## src/dth_pkg.sv

```systemverilog
package dth_pkg;

    // APB address width: one 32-bit register at byte address 0.
    localparam int CFG_ADDR_W = 3;

    // Register index, taken from the word address of the APB port.
    localparam logic REG_BUFFER_LENGTH = 1'b0;

    // Constants of the DER encoding.
    localparam logic [7:0] HIGH_TAG_MASK = 8'h1f;
    localparam logic [7:0] LONG_FORM_BIT = 8'h80;
    localparam logic [6:0] LEN_COUNT_MASK = 7'h7f;

    typedef enum logic [2:0] {
        ST_OK           = 3'd0,
        ST_HIGH_TAG     = 3'd1,
        ST_INDEFINITE   = 3'd2,
        ST_LEN_TOO_LONG = 3'd3,
        ST_LEADING_ZERO = 3'd4,
        ST_NONMINIMAL   = 3'd5,
        ST_OVERFLOW     = 3'd6,
        ST_TRUNCATED    = 3'd7
    } status_t;

    typedef enum logic [3:0] {
        PH_IDENT     = 4'b0001,
        PH_LEN_FIRST = 4'b0010,
        PH_LEN_LONG  = 4'b0100,
        PH_SKIP      = 4'b1000
    } phase_t;

    typedef struct packed {
        logic [7:0] data_byte;
        logic       start_req;
    } in_word_t;

    typedef struct packed {
        logic [7:0]  tag;
        logic [31:0] length;
        logic [31:0] value_offset;
        status_t     status;
    } out_word_t;

endpackage

```

## src/dth_cfg_regs.sv

```systemverilog
module dth_cfg_regs (
    input  logic                           clk,
    input  logic                           rst_n,
    input  logic                           psel,
    input  logic                           penable,
    input  logic                           pwrite,
    input  logic [dth_pkg::CFG_ADDR_W-1:0] paddr,
    input  logic [31:0]                    pwdata,
    output logic [31:0]                    prdata,
    output logic [31:0]                    buffer_length
);
    import dth_pkg::*;

    logic [31:0] buf_len_reg;
    logic [31:0] buf_len_next;
    logic        reg_index;

    // Word address of the access; byte offsets inside the word are ignored.
    assign reg_index = paddr[CFG_ADDR_W-1];

    always_comb
    begin
        buf_len_next = buf_len_reg;
        if (psel && penable && pwrite && (reg_index == REG_BUFFER_LENGTH))
        begin
            buf_len_next = pwdata;
        end
    end

    always_ff @(posedge clk or negedge rst_n)
    begin
        if (!rst_n)
        begin
            buf_len_reg <= '0;
        end
        else
        begin
            buf_len_reg <= buf_len_next;
        end
    end

    assign prdata        = (reg_index == REG_BUFFER_LENGTH) ? buf_len_reg : '0;
    assign buffer_length = buf_len_reg;

endmodule

```

## src/dth_parse_core.sv

```systemverilog
module dth_parse_core #(
    parameter int MAX_LENGTH_OCTETS = 4,
    parameter int POSITION_BITS     = 32
) (
    input  logic               clk,
    input  logic               rst_n,
    input  logic               step,
    input  dth_pkg::in_word_t  in_word,
    input  logic [31:0]        buffer_length,
    output logic               res_valid,
    output dth_pkg::out_word_t res_word
);
    import dth_pkg::*;

    localparam int EW = (POSITION_BITS > 32) ? POSITION_BITS : 32;
    localparam int SW = ((POSITION_BITS > 33) ? POSITION_BITS : 33) + 1;
    localparam int LW = $clog2(MAX_LENGTH_OCTETS + 1);
    localparam logic [6:0] MAX_OCTETS_C = 7'(MAX_LENGTH_OCTETS);
    localparam logic [32:0] LEN_SAT = 33'h1_0000_0000;

    phase_t                   phase_reg, phase_next, phase_c;
    logic [POSITION_BITS-1:0] pos_reg, pos_next, pos_c;
    logic [7:0]               tag_reg, tag_next;
    logic [32:0]              acc_reg, acc_next, acc_c;
    logic [LW-1:0]            left_reg, left_next, left_c;
    logic                     first_reg, first_next, first_c;
    logic [31:0]              skip_reg, skip_next, skip_c;
    logic                     err_reg, err_next, err_c;

    logic [EW-1:0]  end_eff;
    logic           ignore;
    logic           more;
    logic [7:0]     b;
    logic [40:0]    acc_wide;
    logic [32:0]    acc_shift;
    logic [LW-1:0]  left_dec;
    logic [32:0]    fin_len;
    logic           overflow;
    logic [SW-1:0]  voff;

    assign b = in_word.data_byte;

    // A start mark clears the position, phase, length and skip state and the
    // error latch first; the same byte is then parsed as the first byte of the buffer.
    always_comb
    begin
        if (in_word.start_req)
        begin
            phase_c = PH_IDENT;
            pos_c   = '0;
            acc_c   = '0;
            left_c  = '0;
            first_c = 1'b1;
            skip_c  = '0;
            err_c   = 1'b0;
        end
        else
        begin
            phase_c = phase_reg;
            pos_c   = pos_reg;
            acc_c   = acc_reg;
            left_c  = left_reg;
            first_c = first_reg;
            skip_c  = skip_reg;
            err_c   = err_reg;
        end
    end

    // The buffer end is the lower of the register and the largest position.
    always_comb
    begin
        if (EW'(buffer_length) < EW'({POSITION_BITS{1'b1}}))
        begin
            end_eff = EW'(buffer_length);
        end
        else
        begin
            end_eff = EW'({POSITION_BITS{1'b1}});
        end
    end

    assign ignore = err_c || (EW'(pos_c) >= end_eff);
    assign more   = (SW'(pos_c) + SW'(1)) < SW'(end_eff);
    assign voff   = SW'(pos_c) + SW'(1);

    // Long-form accumulation saturates just above 32 bits.
    assign acc_wide  = {acc_c, 8'h00} | 41'(b);
    assign acc_shift = (|acc_wide[40:32]) ? LEN_SAT : acc_wide[32:0];
    assign left_dec  = (left_c != '0) ? (left_c - LW'(1)) : left_c;

    assign fin_len  = (phase_c == PH_LEN_FIRST) ? 33'(b) : acc_shift;
    // The value overruns the buffer when voff + len > end, i.e. len + pos >= end.
    assign overflow = (SW'(fin_len) + SW'(pos_c)) >= SW'(end_eff);

    always_comb
    begin
        phase_next = phase_c;
        pos_next   = pos_c;
        tag_next   = tag_reg;
        acc_next   = acc_c;
        left_next  = left_c;
        first_next = first_c;
        skip_next  = skip_c;
        err_next   = err_c;

        res_valid             = 1'b0;
        res_word.tag          = tag_reg;
        res_word.length       = '0;
        res_word.value_offset = '0;
        res_word.status       = ST_OK;

        if (!ignore)
        begin
            pos_next = pos_c + POSITION_BITS'(1);
            unique case (phase_c)
                PH_IDENT:
                begin
                    tag_next     = b;
                    res_word.tag = b;
                    if ((b & HIGH_TAG_MASK) == HIGH_TAG_MASK)
                    begin
                        res_valid       = 1'b1;
                        res_word.status = ST_HIGH_TAG;
                    end
                    else if (!more)
                    begin
                        res_valid       = 1'b1;
                        res_word.status = ST_TRUNCATED;
                    end
                    else
                    begin
                        phase_next = PH_LEN_FIRST;
                    end
                end
                PH_LEN_FIRST:
                begin
                    if ((b & LONG_FORM_BIT) == 8'h00)
                    begin
                        res_valid = 1'b1;
                        if (overflow)
                        begin
                            res_word.status = ST_OVERFLOW;
                        end
                        else
                        begin
                            res_word.length       = 32'(b);
                            res_word.value_offset = voff[31:0];
                            skip_next             = 32'(b);
                            phase_next            = (b != 8'h00) ? PH_SKIP : PH_IDENT;
                        end
                    end
                    else if ((b[6:0] & LEN_COUNT_MASK) == 7'd0)
                    begin
                        res_valid       = 1'b1;
                        res_word.status = ST_INDEFINITE;
                    end
                    else if (b[6:0] > MAX_OCTETS_C)
                    begin
                        res_valid       = 1'b1;
                        res_word.status = ST_LEN_TOO_LONG;
                    end
                    else
                    begin
                        left_next  = b[LW-1:0];
                        acc_next   = '0;
                        first_next = 1'b1;
                        if (!more)
                        begin
                            res_valid       = 1'b1;
                            res_word.status = ST_TRUNCATED;
                        end
                        else
                        begin
                            phase_next = PH_LEN_LONG;
                        end
                    end
                end
                PH_LEN_LONG:
                begin
                    if (first_c && (b == 8'h00))
                    begin
                        res_valid       = 1'b1;
                        res_word.status = ST_LEADING_ZERO;
                    end
                    else
                    begin
                        first_next = 1'b0;
                        acc_next   = acc_shift;
                        left_next  = left_dec;
                        if (left_dec == '0)
                        begin
                            res_valid = 1'b1;
                            if (acc_shift < 33'(LONG_FORM_BIT))
                            begin
                                res_word.status = ST_NONMINIMAL;
                            end
                            else if (overflow)
                            begin
                                res_word.status = ST_OVERFLOW;
                            end
                            else
                            begin
                                // Minimal long form is at least 128, never zero.
                                res_word.length       = acc_shift[31:0];
                                res_word.value_offset = voff[31:0];
                                skip_next             = acc_shift[31:0];
                                phase_next            = PH_SKIP;
                            end
                        end
                        else if (!more)
                        begin
                            res_valid       = 1'b1;
                            res_word.status = ST_TRUNCATED;
                        end
                    end
                end
                PH_SKIP:
                begin
                    skip_next = (skip_c != '0) ? (skip_c - 32'd1) : skip_c;
                    if (skip_next == '0)
                    begin
                        phase_next = PH_IDENT;
                    end
                end
                default:
                begin
                    phase_next = PH_IDENT;
                end
            endcase

            if (res_valid && (res_word.status != ST_OK))
            begin
                err_next   = 1'b1;
                phase_next = PH_IDENT;
            end
        end
    end

    always_ff @(posedge clk or negedge rst_n)
    begin
        if (!rst_n)
        begin
            phase_reg <= PH_IDENT;
            pos_reg   <= '0;
            tag_reg   <= '0;
            acc_reg   <= '0;
            left_reg  <= '0;
            first_reg <= 1'b1;
            skip_reg  <= '0;
            err_reg   <= 1'b0;
        end
        else if (step)
        begin
            phase_reg <= phase_next;
            pos_reg   <= pos_next;
            tag_reg   <= tag_next;
            acc_reg   <= acc_next;
            left_reg  <= left_next;
            first_reg <= first_next;
            skip_reg  <= skip_next;
            err_reg   <= err_next;
        end
    end

    a_err_latches: assert property (@(posedge clk) disable iff (!rst_n)
        step && res_valid && (res_word.status != ST_OK) |=> err_reg)
        else $error("error result did not latch the error flag");

    a_quiet_after_err: assert property (@(posedge clk) disable iff (!rst_n)
        step && err_reg && !in_word.start_req |-> !res_valid)
        else $error("result produced while an error is latched");

    a_empty_value: assert property (@(posedge clk) disable iff (!rst_n)
        step && res_valid && (res_word.status == ST_OK) && (res_word.length == '0)
        |=> (phase_reg == PH_IDENT))
        else $error("zero-length value did not return to the identifier phase");

    a_err_phase: assert property (@(posedge clk) disable iff (!rst_n)
        step && res_valid && (res_word.status != ST_OK) |=> (phase_reg == PH_IDENT))
        else $error("error result left the parser outside the identifier phase");

endmodule

```

## src/der_tlv_header_parser.sv

```systemverilog
// A byte accepted into the input register passes through the parse logic into the
// result register, which drives the output. Throughput: one byte per cycle unless
// the output stalls; during a stall only an empty input register takes a new word.
// Reset (rst_n, asynchronous, active low) empties both registers, sets the parser
// to expect an identifier octet at position 0 and clears buffer_length to 0.
module der_tlv_header_parser #(
    parameter int MAX_LENGTH_OCTETS = 4,
    parameter int POSITION_BITS     = 32
) (
    input  logic                           clk,
    input  logic                           rst_n,
    // Byte stream in.
    input  logic                           in_valid,
    output logic                           in_ready,
    input  dth_pkg::in_word_t              in_word,
    // Header results out.
    output logic                           out_valid,
    input  logic                           out_ready,
    output dth_pkg::out_word_t             out_word,
    // APB configuration port.
    input  logic                           psel,
    input  logic                           penable,
    input  logic                           pwrite,
    input  logic [dth_pkg::CFG_ADDR_W-1:0] paddr,
    input  logic [31:0]                    pwdata,
    output logic [31:0]                    prdata,
    output logic                           pready
);
    import dth_pkg::*;

    // The block is a two-register pipeline. The input register holds one byte
    // word and the start mark; the parse core turns it, together with the
    // parser state, into zero or one result word combinationally; the result
    // register holds that word until the consumer takes it. Parser state only
    // advances when the input register moves into the parse stage, so a stall
    // on the output side freezes the whole parse in place.

    logic        s1_valid_reg, s1_valid_next;
    in_word_t    s1_word_reg, s1_word_next;
    logic        out_valid_reg, out_valid_next;
    out_word_t   out_word_reg, out_word_next;

    logic        advance;
    logic        res_valid;
    out_word_t   res_word;
    logic [31:0] buffer_length;

    // The parse stage moves whenever the result register is free or is
    // being emptied in this cycle; bytes that give no result move the same way.
    assign advance  = s1_valid_reg && (!out_valid_reg || out_ready);
    assign in_ready = !s1_valid_reg || advance;

    dth_cfg_regs u_cfg (
        .clk           (clk),
        .rst_n         (rst_n),
        .psel          (psel),
        .penable       (penable),
        .pwrite        (pwrite),
        .paddr         (paddr),
        .pwdata        (pwdata),
        .prdata        (prdata),
        .buffer_length (buffer_length)
    );

    dth_parse_core #(
        .MAX_LENGTH_OCTETS (MAX_LENGTH_OCTETS),
        .POSITION_BITS     (POSITION_BITS)
    ) u_core (
        .clk           (clk),
        .rst_n         (rst_n),
        .step          (advance),
        .in_word       (s1_word_reg),
        .buffer_length (buffer_length),
        .res_valid     (res_valid),
        .res_word      (res_word)
    );

    always_comb
    begin
        s1_valid_next = s1_valid_reg;
        s1_word_next  = s1_word_reg;
        if (in_valid && in_ready)
        begin
            s1_valid_next = 1'b1;
            s1_word_next  = in_word;
        end
        else if (advance)
        begin
            s1_valid_next = 1'b0;
        end
    end

    always_comb
    begin
        out_valid_next = out_valid_reg;
        out_word_next  = out_word_reg;
        if (advance && res_valid)
        begin
            out_valid_next = 1'b1;
            out_word_next  = res_word;
        end
        else if (out_ready)
        begin
            out_valid_next = 1'b0;
        end
    end

    always_ff @(posedge clk or negedge rst_n)
    begin
        if (!rst_n)
        begin
            s1_valid_reg  <= 1'b0;
            out_valid_reg <= 1'b0;
        end
        else
        begin
            s1_valid_reg  <= s1_valid_next;
            out_valid_reg <= out_valid_next;
        end
    end

    // Payload registers carry no reset; the valid flags guard them.
    always_ff @(posedge clk)
    begin
        s1_word_reg  <= s1_word_next;
        out_word_reg <= out_word_next;
    end

    assign out_valid = out_valid_reg;
    assign out_word  = out_word_reg;
    assign pready    = 1'b1;

endmodule
```

## config.mk

```make
export PLATFORM = sky130hd
export DESIGN_NAME = der_tlv_header_parser
export DESIGN_NICKNAME = d
export VERILOG_FILES = /design/src/dth_pkg.sv /design/src/dth_cfg_regs.sv /design/src/dth_parse_core.sv /design/src/der_tlv_header_parser.sv
export SDC_FILE = /design/constraint.sdc
export NUM_CORES = 1
export LEC_CHECK = 0
export BUFFER_PORTS_ARGS = -buffer_cell sky130_fd_sc_hd__buf_2
export CORE_UTILIZATION = 50
export CTS_CLUSTER_SIZE = 20
export DETAILED_ROUTE_END_ITERATION = 12
export GPL_TIMING_DRIVEN = 1
export PLACE_DENSITY = 0.78
export SYNTH_ARGS = -nofsm -noshare
export SYNTH_HDL_FRONTEND = slang
export SYNTH_HIERARCHICAL = 1
export SYNTH_SLANG_ARGS = --single-unit
```

## constraint.sdc

```tcl
create_clock -name clk -period 15.1 [get_ports clk]
set_input_delay 3.775 -clock clk [delete_from_list [all_inputs] [get_ports clk]]
set_output_delay 3.775 -clock clk [all_outputs]
set_load 0.1 [all_outputs]
```

# ---- Word level (Yosys, flattened, before mapping)
# Cells that the tools add are included.
dict set report word_totals {
  out_inout_bits 110
  memories 0
  inputBits 51
  latchBits 0
  reg_bits 232
  romBits 0
  ramBits 0
}
dict set report op_classes {
  shift 0
  addsub 5
  eq_ne 5
  magnitude_cmp 6
  multipliers 0
  n_mux 92
  reduce_logical 26
  div_mod_pow 0
  bitwise_logic 3
}
# cell count
set ops {}
lappend ops {{$mux W32} 13}
lappend ops {{$mux W33} 8}
lappend ops {{$mux W64} 4}
lappend ops {{$pmux W64 S2} 1}
lappend ops {{$pmux W32 S3} 1}
lappend ops {{$mux W40} 2}
lappend ops {{$mux W75} 1}
lappend ops {{$pmux W33 S2} 1}
lappend ops {{$mux W4} 16}
lappend ops {{$mux W3} 17}
lappend ops {{$or A41 B8 Y41} 1}
lappend ops {{$add A33 B32 Y34} 1}
lappend ops {{$ge A34 B32 Y1} 1}
lappend ops {{$lt A34 B32 Y1} 1}
lappend ops {{$add A32 B1 Y33 const B} 1}
lappend ops {{$lt A33 B8 Y1 const B} 1}
lappend ops {{$add A32 B1 Y32 const B} 1}
lappend ops {{$ge A32 B32 Y1} 1}
lappend ops {{$logic_not A32 Y1} 1}
lappend ops {{$lt A32 B32 Y1 const B} 1}
lappend ops {{$reduce_bool A32 Y1} 1}
lappend ops {{$sub A32 B1 Y32 const B} 1}
lappend ops {{$mux W1} 22}
lappend ops {{$logic_not A8 Y1} 2}
lappend ops {{24 further kinds} 37}

# ---- Longest topological paths before layout
# Gate-level depths: netlist of run 1.
dict set report logic_depth {
  depth_word 17
  ltp_mapped 33
  mapped_depth_nobuf 27
}

# ---- Modules after synthesis
# Netlist of run 1, hierarchy kept.
# module seq_area_each_um2 area_per_inst_um2 cells_per_inst instances
set by_module_without_submodules {}
lappend by_module_without_submodules {dth_parse_core 2855.2 12434.4 1585 1}
lappend by_module_without_submodules {der_tlv_header_parser 2572.5 2645.0 96 1}
lappend by_module_without_submodules {dth_cfg_regs 800.8 1542.7 103 1}

# ---- Least setup slack after synthesis of run 1
# Ideal clock, no wire load.
dict set report synth_timing {
  path_kind {reg-to-reg}
  start {reg s1_word_reg[0] (netlist bit)}
  end {reg out_word_reg, in the netlist out_word[0] (enable)}
  path_stages_with_launch 28
  period_less_slack_ns 9.171
  required_ns 14.582
  setup_slack_ns 5.929
  arrival_time_ns 8.653
  path_buffers 6
  cell_sequence {edfxtp_1 > buf_2 > clkinv_1 > clkbuf_1 > clkbuf_1 > clkbuf_1 > buf_1 > buf_1 > nand2_1 > inv_1 > ha_1 > and3_1 > and3_1 > nand2_1 > or2_2 > nor4_1 > xnor2_1 > inv_1 > ha_1 > nand4_1 > a21oi_1 > nor4_1 > a211o_1 > nand2_1 > o31ai_1 > a31oi_1 > nand2_1 > nor2b_1}
}
dict set report synth_via {
  elab_chain_cells 11
}
# item line
set synth_lines {}
lappend synth_lines {{start, declared} der_tlv_header_parser.sv:39} ;# in_word_t s1_word_reg, s1_word_next;
lappend synth_lines {{start signal, assigned} der_tlv_header_parser.sv:125} ;# s1_word_reg <= s1_word_next;
lappend synth_lines {{$mux W32} dth_parse_core.sv:47} ;# if (in_word.start_req)
lappend synth_lines {{$add A32 B1 Y33} dth_parse_core.sv:83} ;# assign more = (SW'(pos_c) + SW'(1)) < SW'(end_eff);
lappend synth_lines {{$lt A34 B32 Y1} dth_parse_core.sv:83}
lappend synth_lines {{$mux W1} {dth_parse_core.sv:125, dth_parse_core.sv:167, dth_parse_core.sv:210}}
lappend synth_lines {{$mux W1} dth_parse_core.sv:157} ;# else if (b[6:0] > MAX_OCTETS_C)
lappend synth_lines {{$mux W1} dth_parse_core.sv:152} ;# else if ((b[6:0] & LEN_COUNT_MASK) == 7'd0)
lappend synth_lines {{$mux W1} dth_parse_core.sv:137} ;# if ((b & LONG_FORM_BIT) == 8'h00)
lappend synth_lines {{$pmux W1 S3} dth_parse_core.sv:115} ;# unique case (phase_c)
lappend synth_lines {{$mux W1} dth_parse_core.sv:112} ;# if (!ignore)
lappend synth_lines {{$mux W1 (*)} dth_parse_core.sv:112}
lappend synth_lines {{net res_valid} der_tlv_header_parser.sv:44} ;# logic res_valid;
lappend synth_lines {{$logic_and A1 B1 Y1 (*)} der_tlv_header_parser.sv:97} ;# if (advance && res_valid)
lappend synth_lines {{end signal, assigned} der_tlv_header_parser.sv:126} ;# out_word_reg <= out_word_next;
lappend synth_lines {{end, declared} der_tlv_header_parser.sv:41} ;# out_word_t out_word_reg, out_word_next;
# Mark *: on every way through the listed nets, which the timed path passes. The rest lies on a longest branch. The select of a mux whose other input is x is not followed.
# A chain may end at the register's enable or synchronous reset.

# ---- Worst setup path in the final report of run 1
dict set report layout_timing {
  start {reg s1_word_reg[0] (netlist bit)}
  end {reg u_core.skip_reg[10]}
}
dict set report layout_via {
  elab_chain_cells 13
}
# item line
set layout_lines {}
lappend layout_lines {{$mux W33} dth_parse_core.sv:47}
lappend layout_lines {{$or A41 B8 Y41} dth_parse_core.sv:87} ;# assign acc_wide = {acc_c, 8'h00} | 41'(b);
lappend layout_lines {{$reduce_or A9 Y1} dth_parse_core.sv:88} ;# assign acc_shift = (|acc_wide[40:32]) ? LEN_SAT : acc_wide[32:0];
lappend layout_lines {{$mux W33} dth_parse_core.sv:88}
lappend layout_lines {{$mux W33} dth_parse_core.sv:91} ;# assign fin_len = (phase_c == PH_LEN_FIRST) ? 33'(b) : acc_shift;
lappend layout_lines {{$add A33 B32 Y34} dth_parse_core.sv:93} ;# assign overflow = (SW'(fin_len) + SW'(pos_c)) >= SW'(end_eff);
lappend layout_lines {{$ge A34 B32 Y1} dth_parse_core.sv:93}
lappend layout_lines {{$mux W32} dth_parse_core.sv:197} ;# else if (overflow)
lappend layout_lines {{$mux W32} dth_parse_core.sv:193} ;# if (acc_shift < 33'(LONG_FORM_BIT))
lappend layout_lines {{$mux W32} dth_parse_core.sv:190} ;# if (left_dec == '0)
lappend layout_lines {{$mux W32} dth_parse_core.sv:180} ;# if (first_c && (b == 8'h00))
lappend layout_lines {{$pmux W32 S3} dth_parse_core.sv:115}
lappend layout_lines {{$mux W32 (*)} dth_parse_core.sv:112}
lappend layout_lines {{end signal, assigned} dth_parse_core.sv:260} ;# skip_reg <= skip_next;
lappend layout_lines {{end, declared} dth_parse_core.sv:27} ;# logic [31:0] skip_reg, skip_next, skip_c;
# Mark *: on every way between the ends. The rest lies on a longest branch, timed or not.

==> results of run 1 <==
[power breakdown]
part           total (mW)  switching (mW)  internal, mW  leakage, nW
Combinational       0.968           0.672         0.296         5.41
Sequential          0.805          0.0727         0.732         2.72
Clock               0.650           0.275         0.376        0.421
Total                2.42            1.02          1.40         8.55
[layer usage]
layer  global-route usage, %  up-vias
li1                        -     6835
met1                   41.63     7042
met2                   46.17      737
met3                   5.394      104
met4                   8.467        0
met5                       0        -
[cell usage in the layout (no fill, tap or decap), types with 10 or more instances in the layout]
cell                          n
sky130_fd_sc_hd__a211oi_1    18
sky130_fd_sc_hd__nand4_1     36
sky130_fd_sc_hd__a31oi_1     23
sky130_fd_sc_hd__and3_1      32
sky130_fd_sc_hd__a22o_1      33
sky130_fd_sc_hd__buf_2      156
sky130_fd_sc_hd__mux2_4      30
sky130_fd_sc_hd__o21ai_0    108
sky130_fd_sc_hd__buf_4       18
sky130_fd_sc_hd__nor4_1      23
sky130_fd_sc_hd__nand2b_1    13
sky130_fd_sc_hd__clkbuf_16   27
sky130_fd_sc_hd__xnor2_1     37
sky130_fd_sc_hd__inv_1       90
sky130_fd_sc_hd__nor2_1     152
sky130_fd_sc_hd__dfrtp_1    146
sky130_fd_sc_hd__or3_1       10
sky130_fd_sc_hd__a221o_1     11
sky130_fd_sc_hd__a21o_1      30
sky130_fd_sc_hd__o22ai_1     11
sky130_fd_sc_hd__mux2_2      18
sky130_fd_sc_hd__nand3_1     30
sky130_fd_sc_hd__nor3_1      51
sky130_fd_sc_hd__nand2_1    146
sky130_fd_sc_hd__and2_1      36
sky130_fd_sc_hd__nor2b_1     69
sky130_fd_sc_hd__o211ai_1    16
sky130_fd_sc_hd__xor2_1      22
sky130_fd_sc_hd__ha_1       134
sky130_fd_sc_hd__a21oi_1     95
sky130_fd_sc_hd__edfxtp_1    84
[worst max-delay path: stages (launching register included)]
cell	delay, ns
sky130_fd_sc_hd__edfxtp_1	0.32
sky130_fd_sc_hd__buf_4	0.55
sky130_fd_sc_hd__buf_4	0.66
sky130_fd_sc_hd__nor2_1	0.13
sky130_fd_sc_hd__nand3_1	0.45
sky130_fd_sc_hd__nand2b_1	0.44
sky130_fd_sc_hd__nor2_1	0.59
sky130_fd_sc_hd__and2_1	0.22
sky130_fd_sc_hd__ha_1	0.29
sky130_fd_sc_hd__a211oi_1	0.22
sky130_fd_sc_hd__o21ai_0	0.12
sky130_fd_sc_hd__a221oi_1	0.62
sky130_fd_sc_hd__a21boi_0	0.24
sky130_fd_sc_hd__o21ai_0	0.26
sky130_fd_sc_hd__a21boi_0	0.18
sky130_fd_sc_hd__o31a_1	0.30
sky130_fd_sc_hd__mux2i_1	0.17
sky130_fd_sc_hd__nand2_1	0.07
sky130_fd_sc_hd__ha_1	0.32
sky130_fd_sc_hd__nand4_1	0.08
sky130_fd_sc_hd__nor4_1	0.07
sky130_fd_sc_hd__a221o_1	0.36
sky130_fd_sc_hd__a31oi_4	0.18
sky130_fd_sc_hd__nand3_4	0.19
sky130_fd_sc_hd__nor4_4	0.74
sky130_fd_sc_hd__and2_1	0.83
sky130_fd_sc_hd__a2bb2oi_1	0.15
sky130_fd_sc_hd__o221ai_1	0.19
[worst max path at each step]
stage                                            to  slack (ns)  cells past startpoint
CTS                 u_core/skip_reg[10]$_DFFE_PN0P_        6.25                     27
global placement    u_core/skip_reg[10]$_DFFE_PN0P_        6.36                     27
finish              u_core/skip_reg[10]$_DFFE_PN0P_        6.03                     27
global route        u_core/skip_reg[10]$_DFFE_PN0P_        5.48                     27
detailed placement  u_core/skip_reg[10]$_DFFE_PN0P_        6.24                     27
floorplan                     out_word[0]$_DFFE_PP_        5.93                     27
[area by class of cell]
cell class / count / area [um2]
clock buffers: 35 / 725.7
clock inverters: 15 / 146.4
fillers: 2887 / 14050
inverters: 92 / 345.3
multi-input cells: 1372 / 9639
flip-flops and latches: 232 / 6228
well taps: 442 / 553.0
repair buffers: 175 / 927.1
[cells by family after synthesis]
group	count (synthesis)	synth area share (%)
flops	232	37.47
mux	53	4.230
other cells	1	0.02256
buf+inv	180	4.644
simple gates	655	20.85
fa+ha+maj	135	10.21
xor+xnor	59	3.109
compound gates	469	19.47
[stage by stage]
stage	setup slack, ns	utilization (%)	cells	total power [mW]	area [um2]
2_1_floorplan	5.929	-	1784	1.536	16620
3_3_place_gp	6.362	54.24	2313	1.743	17690
3_5_place_dp	6.244	54.24	2313	1.762	17690
4_1_cts	6.249	56.92	2363	2.417	18570
5_1_grt	5.478	56.92	2363	2.541	18570
6_report	6.033	56.92	2363	2.423	18570
==> out/qor.txt, run 1 <==
FLOORPLANNING
--------------------------------------------------------------------------------------------------------
Overall die width .........................................................................     184.3 um
Area inside the core boundary .............................................................    32620 um2
Floorplan die height ......................................................................     184.3 um
Initial standard-cell utilization of the core .............................................       50.96%
Total Die Area ............................................................................    33980 um2
Std cell rows .............................................................................           66
IO Pins ...................................................................................          161

STA
--------------------------------------------------------------------------------------------------------
Final critical-path required period .......................................................     9.067 ns
Share of the clock period used by the worst path ..........................................       60.05%
RSZ-0062 raised after global routing ......................................................           no
Maximum achievable frequency ..............................................................   0.1103 GHz
Post-route worst hold slack ...............................................................    0.4772 ns
Final setup violating endpoints ...........................................................            0
Final hold violation count ................................................................            0
Slew headroom .............................................................................       36.01%
Tightest Pin Transition ...................................................................    0.9598 ns
Final-layout setup total negative slack ...................................................         0 ns
Slew Limit Fails ..........................................................................            0
Maximum clock skew at final layout ........................................................   0.01873 ns

WORST SETUP PATH
--------------------------------------------------------------------------------------------------------
Maximum fanout encountered on the critical timing path ....................................           63
Beginning of the critical path ............................................................ s1_word_reg[0]$_DFFE_PP_
Slack of the worst reg-to-reg path ........................................................      6.03 ns
Critical path startpoint category .........................................................    flip-flop
Capture instance of the worst register-to-register path ................................... u_core/skip_reg[10]$_DFFE_PN0P_
Logic depth of the worst register-to-register path ........................................           27
CP Data Required Time .....................................................................     15.56 ns
Worst r2r src ............................................................................. s1_word_reg[0]$_DFFE_PP_
Worst path arrival time ...................................................................      9.52 ns
Kind of end point of the critical path ....................................................    flip-flop
Category of the critical setup timing path ................................................      reg2reg

CTS
--------------------------------------------------------------------------------------------------------
Root Driver ............................................................................... sky130_fd_sc_hd__clkbuf_16
Post-cts hold buffer count ................................................................            0
Worst-Skew Late Latency ...................................................................      0.55 ns
# H-tree levels ...........................................................................            1
Clock tree from TritonCTS .................................................................        built
Post-CTS clock slew at the launch and capture registers of the worst setup and hold paths .      0.06 ns
Total CTS buffers .........................................................................           27
Post-cts gate resize count ................................................................            0
Number of buffers on the longest clock path ...............................................            3
Setup repair bufs after CTS ...............................................................            0
Clk sinks .................................................................................          232

POWER
--------------------------------------------------------------------------------------------------------
Cell area power density ................................................................... 130.5 nW/um2
Leakage Power .............................................................................     8.554 nW
Maximum vdd ir drop .......................................................................   0.08991 mV

SYNTHESIS
--------------------------------------------------------------------------------------------------------
Count of flip-flops with a built-in enable after synthesis ................................           84
Avg Inst Size Synth .......................................................................    9.317 um2
Async set-or-reset flop fraction in the synthesized netlist ...............................       63.79%
Unique cell type count in the Yosys netlist ...............................................           99
Yosys warnings ............................................................................            6
Synthesized flop and latch total ..........................................................          232
Synth Instances ...........................................................................         1784
Cell types occupying the most area after synthesis ........................................ sky130_fd_sc_hd__dfrtp_1 (22%), sky130_fd_sc_hd__edfxtp_1 (15%), sky130_fd_sc_hd__ha_1 (10%), sky130_fd_sc_hd__nor2_1 (3.5%), sky130_fd_sc_hd__nand2_1 (3.3%)
Register area share after synthesis .......................................................       37.47%
Nets in the synthesized netlist ...........................................................         1970
Commonest cells in the synthesized netlist ................................................ sky130_fd_sc_hd__nor2_1 (153), sky130_fd_sc_hd__dfrtp_1 (146), sky130_fd_sc_hd__nand2_1 (146)
Cell with the most instances after synthesis .............................................. sky130_fd_sc_hd__nor2_1
Most used flip-flop cell after synthesis .................................................. sky130_fd_sc_hd__dfrtp_1
Share of the synthesized area in the top cell type ........................................       21.98%
Mapped cell area ..........................................................................    16620 um2
Post-synth top area cell .................................................................. sky130_fd_sc_hd__dfrtp_1

GLOBAL ROUTING
--------------------------------------------------------------------------------------------------------
Vias in the first global route ............................................................        14110
Overflow left after global routing ........................................................            0
GRT Total Usage ...........................................................................       29.54%
Maximum number of pins on one net before global-route repair ..............................           79
Global-route wire length before repair ....................................................     78.60 mm
Initial antenna violation count ...........................................................            0

ROUTING
--------------------------------------------------------------------------------------------------------
Via count .................................................................................        14720
Remaining routing DRC violations ..........................................................            0
Routed wl met2 ............................................................................     22.28 mm
Iter 0 DRT Violations .....................................................................         1638
Detailed-routing iteration count for the pre-antenna-repair pass ..........................            5
Post-DRT Antenna Nets .....................................................................            0
Drt wl/cell ...............................................................................     21.00 um
Amount of wire on met3 after detailed routing .............................................     4.530 mm
Total routed wire length on the met1 layer ................................................     21.44 mm
Final Routed Wirelength ...................................................................     49.62 mm
Post-detailed-route via-to-cell ratio .....................................................        6.229
Highest metal layer used by the detailed router ...........................................         met4

OUTCOME
--------------------------------------------------------------------------------------------------------
Result of the run ......................................................................... complete, no violations

PLACE
--------------------------------------------------------------------------------------------------------
IO Port Bufs ..............................................................................          157
Routability cong. .........................................................................       0.9543
HPWL after DPL ............................................................................     35.99 mm

HOLD PATH
--------------------------------------------------------------------------------------------------------
Destination of the worst hold path ........................................................ u_core/pos_reg[27]$_DFFE_PN0P_
Class of the most critical hold timing path ...............................................      reg2reg
Hold path startpoint ...................................................................... u_core/pos_reg[27]$_DFFE_PN0P_
Hold depth ................................................................................            2

CELLS AND AREA
--------------------------------------------------------------------------------------------------------
Fraction of layout cells with a size suffix above 1 .......................................       16.29%
Flip-flop count of the largest register, all copies and words added .......................           75
Final #Nets ...............................................................................         2086
Post-synthesis to final-layout area growth ................................................       11.69%
Antenna cell count ........................................................................            0

FLOW RUN
--------------------------------------------------------------------------------------------------------
Max_cap viols .............................................................................            0

No activity file was read; power rests on OpenSTA's default activity.
==> run 2: changes to the inputs <==
- ABC_AREA: not set -> 1
- clock period: 15.1 -> 8.4 ns (I/O delays scaled with it)
==> run 2 against run 1 <==
Against the previous run: clock power up 85%; non-clock buffer count rose by 10; via count increased by 27%; wire length grew 21%; synthesized cell count is 51% higher.
==> out/qor.txt, run 2 <==
OUTCOME
--------------------------------------------------------------------------------------------------------
Result of the run ......................................................................... complete, no violations

ROUTING
--------------------------------------------------------------------------------------------------------
Detailed-routing iteration count for the pre-antenna-repair pass ..........................            7   +2
Post-detailed-route via-to-cell ratio .....................................................        5.661   -9.1%
Final Routed Wirelength ...................................................................     59.80 mm   +21%
Post-DRT Antenna Nets .....................................................................            0   unchanged
Iter 0 DRT Violations .....................................................................         2347   +43%
Via count .................................................................................        18660   +27%
Drt wl/cell ...............................................................................     18.14 um   -14%
Remaining routing DRC violations ..........................................................            0   unchanged

PLACE
--------------------------------------------------------------------------------------------------------
Number of placed cells counting well taps .................................................         3246   +40%
IO Port Bufs ..............................................................................          157   unchanged
HPWL after DPL ............................................................................     44.94 mm   +25%
Routability cong. .........................................................................       0.9643   +1.0%

CELLS AND AREA
--------------------------------------------------------------------------------------------------------
Filler instances ..........................................................................         3552   +23%
Flip-flop count of the largest register, all copies and words added .......................           75   unchanged
Fraction of layout cells with a size suffix above 1 .......................................       10.79%   -5.5 points
Sequential Area ...........................................................................     6228 um2   unchanged
Most common cell after layout, fill and taps aside ........................................ sky130_fd_sc_hd__nand2_1
Final Core Density ........................................................................       56.12%   -0.80 points
Multi-input logic area ....................................................................    10350 um2   +7.3%
Antenna cell count ........................................................................            0   unchanged
Post-synthesis to final-layout area growth ................................................       10.67%
Final #Nets ...............................................................................         2993   +43%
Non-Filler Instances ......................................................................         3296   +39%
Most frequent cells in the layout ......................................................... sky130_fd_sc_hd__nand2_1 (632), sky130_fd_sc_hd__inv_1 (384), sky130_fd_sc_hd__nor2_1 (363), sky130_fd_sc_hd__o21ai_0 (167), sky130_fd_sc_hd__a21oi_1 (161)

CTS
--------------------------------------------------------------------------------------------------------
Worst-Skew Late Latency ...................................................................      0.58 ns   +0.03 ns
Total CTS buffers .........................................................................           27   unchanged
Root Driver ............................................................................... sky130_fd_sc_hd__clkbuf_16
Clk sinks .................................................................................          232   unchanged
Number of buffers on the longest clock path ...............................................            3   unchanged
Post-CTS clock slew at the launch and capture registers of the worst setup and hold paths .      0.06 ns   about the same
# H-tree levels ...........................................................................            1   unchanged
Setup repair bufs after CTS ...............................................................            0   unchanged
Clock tree from TritonCTS .................................................................        built
Post-cts hold buffer count ................................................................            0   unchanged
Post-cts gate resize count ................................................................            0   unchanged

POWER
--------------------------------------------------------------------------------------------------------
Switching share of power ..................................................................       52.64%   +11 points
Maximum vdd ir drop .......................................................................    0.2623 mV   +190%
Leakage Power .............................................................................     10.37 nW   +21%
Internal Dissipation ......................................................................     3.319 mW   +140%
Logic pwr share ...........................................................................        57.9%   +18 points
Cell area power density ................................................................... 341.1 nW/um2   +160%
Sequential fraction of design power .......................................................        24.9%   -8.3 points
Net Sw Power ..............................................................................     3.689 mW   +260%
Part of the power in the clock network ....................................................        17.2%   -9.6 points

STA
--------------------------------------------------------------------------------------------------------
Slew Limit Fails ..........................................................................            0   unchanged
RSZ-0062 raised after global routing ......................................................           no
Final hold violation count ................................................................            0   unchanged
Maximum clock skew at final layout ........................................................   0.03674 ns   +0.01801 ns
Tightest Pin Transition ...................................................................    0.9625 ns   +0.002758 ns
Share of the clock period used by the worst path ..........................................       86.40%   +26 points
Final-layout setup total negative slack ...................................................         0 ns   unchanged
Final setup violating endpoints ...........................................................            0   unchanged
Slew headroom .............................................................................       35.59%   -0.42 points
Final critical-path required period .......................................................     7.258 ns   -1.809 ns
Maximum achievable frequency ..............................................................   0.1378 GHz   +25%

FLOORPLANNING
--------------------------------------------------------------------------------------------------------
Std cell rows .............................................................................           70   +6.1%
Overall die width .........................................................................     194.7 um   +5.6%
Area inside the core boundary .............................................................    36610 um2   +12%
Floorplan die height ......................................................................     194.7 um   +5.6%
Total Die Area ............................................................................    37910 um2   +12%
IO Pins ...................................................................................          161   unchanged
Initial standard-cell utilization of the core .............................................       50.71%   -0.25 points

SYNTHESIS
--------------------------------------------------------------------------------------------------------
Mapped cell area ..........................................................................    18570 um2   +12%
Synthesized flop and latch total ..........................................................          232   unchanged
Yosys warnings ............................................................................            6   unchanged
Synth Instances ...........................................................................         2697   +51%
Unique cell type count in the Yosys netlist ...............................................           53   -46%
Count of flip-flops with a built-in enable after synthesis ................................           84   unchanged
Post-synth top area cell .................................................................. sky130_fd_sc_hd__dfrtp_1
Commonest cells in the synthesized netlist ................................................ sky130_fd_sc_hd__nand2_1 (632), sky130_fd_sc_hd__inv_1 (386), sky130_fd_sc_hd__nor2_1 (364)
Nets in the synthesized netlist ...........................................................         2883   +46%
Async set-or-reset flop fraction in the synthesized netlist ...............................       63.79%   unchanged
Avg Inst Size Synth .......................................................................    6.884 um2   -26%
Most used flip-flop cell after synthesis .................................................. sky130_fd_sc_hd__dfrtp_1
Share of the synthesized area in the top cell type ........................................       19.68%   -2.3 points
Cell with the most instances after synthesis .............................................. sky130_fd_sc_hd__nand2_1
Cell types occupying the most area after synthesis ........................................ sky130_fd_sc_hd__dfrtp_1 (20%), sky130_fd_sc_hd__edfxtp_1 (14%), sky130_fd_sc_hd__nand2_1 (13%), sky130_fd_sc_hd__ha_1 (9.0%), sky130_fd_sc_hd__inv_1 (7.8%)
Register area share after synthesis .......................................................       33.55%   -3.9 points

WORST SETUP PATH
--------------------------------------------------------------------------------------------------------
Worst path arrival time ...................................................................      7.66 ns   -1.86 ns
Maximum fanout encountered on the critical timing path ....................................           42   -33%
Critical path startpoint category .........................................................    flip-flop
Most frequent cell on the critical path ................................................... sky130_fd_sc_hd__nand2_1
CP Data Required Time .....................................................................      8.80 ns   -6.76 ns
Largest incremental delay on the critical path ............................................      0.48 ns   -0.35 ns
Logic depth of the worst register-to-register path ........................................           40   +48%
Slowest stage cell on the critical path ................................................... sky130_fd_sc_hd__o31ai_1
Kind of end point of the critical path ....................................................    flip-flop
Category of the critical setup timing path ................................................      reg2reg

HOLD PATH
--------------------------------------------------------------------------------------------------------
Class of the most critical hold timing path ...............................................      reg2reg
Hold depth ................................................................................            2   unchanged

GLOBAL ROUTING
--------------------------------------------------------------------------------------------------------
Vias in the first global route ............................................................        17360   +23%
Overflow left after global routing ........................................................            0   unchanged
Global-route wire length before repair ....................................................     94.30 mm   +20%
GRT Total Usage ...........................................................................       31.44%   +1.9 points
Maximum number of pins on one net before global-route repair ..............................           70   -11%
Initial antenna violation count ...........................................................            0   unchanged

FLOW RUN
--------------------------------------------------------------------------------------------------------
Max_cap viols .............................................................................            0   unchanged

## run 2: power groups by stage
stage / Sequential (mW) / Clock (mW) / Combinational, mW
after global placement: 1.74 / 0 / 3.89
after detailed placement: 1.76 / 0 / 3.97
after CTS: 1.74 / 1.23 / 3.99
final: 1.75 / 1.20 / 4.06
after global routing: 1.78 / 1.27 / 4.47
after floorplan: 2.18 / 0 / 2.56
## run 2: worst max-delay path: cells and delay by family (launching register included)
family	cells	cell delay, ns
AOI/OAI and AO/OA	4	1.11
xor gates and xnor gates	1	0.13
adders and majority gates	3	0.90
buffers and inverters	7	1.26
DFF	1	0.39
and+or+nand+nor	25	3.22
## run 2: cells by family (layout without fill, tap and decap cells)
kind of cell             Yosys count  count (layout)  share of synthesized area (%)
other                              1               1                        0.02020
AND/OR/NAND/NOR                 1291            1291                          29.30
adder cells (fa/ha/maj)          135             135                          9.139
XOR/XNOR                          70              70                          3.302
buffers and inverters            500             631                          10.78
flip-flops                       232             232                          33.55
AO/OA/AOI/OAI                    468             468                          13.91
## run 2: metrics by stage
| stage | setup slack [ns] | instance area [um2] | hold WS (ns) | total power [mW] |
|---|---|---|---|---|
| finish | 1.142 | 20550 | 0.4809 | 7.008 |
| global route | 0.5350 | 20550 | 0.4984 | 7.515 |
| CTS | 1.271 | 20550 | 0.4821 | 6.953 |
| detailed placement | 1.329 | 19650 | 0.4653 | 5.725 |
| global placement | 1.468 | 19650 | 0.4566 | 5.635 |
| floorplan | 1.289 | 18570 | 0.4446 | 4.735 |
## run 2: worst paths after layout
kind / startpoint / end / slack, ns
worst max register to register: s1_word_reg[0]$_DFFE_PP_ / out_word[31]$_DFFE_PP_ / 1.14
max in group asynchronous: rst_n / u_cfg/buffer_length[10]$_DFFE_PN0P_ / 5.75
worst min register to register: u_core/skip_reg[23]$_DFFE_PN0P_ / u_core/skip_reg[23]$_DFFE_PN0P_ / 0.48
worst min-delay path: u_core/skip_reg[23]$_DFFE_PN0P_ / u_core/skip_reg[23]$_DFFE_PN0P_ / 0.48
worst max-delay path: s1_word_reg[0]$_DFFE_PP_ / out_word[31]$_DFFE_PP_ / 1.14
min in group asynchronous: rst_n / u_core/skip_reg[27]$_DFFE_PN0P_ / 1.46
## run 2: layer usage
layer  GRT usage (%)  wire length [um]
met1           45.83             26740
met2           46.87             25260
met3           5.986              6162
met4           9.612              1639
met5               0                 0
## run 2: layout make-up
cell class,instances,area share [%]
Timing Repair Buffer,185,4.878
Clock buffer,33,3.496
Multi-Input combinational cell,1965,50.36
Tap cell,468,2.850
Clock inverter,17,0.8465
Sequential cell,232,30.31
Inverter,396,7.253
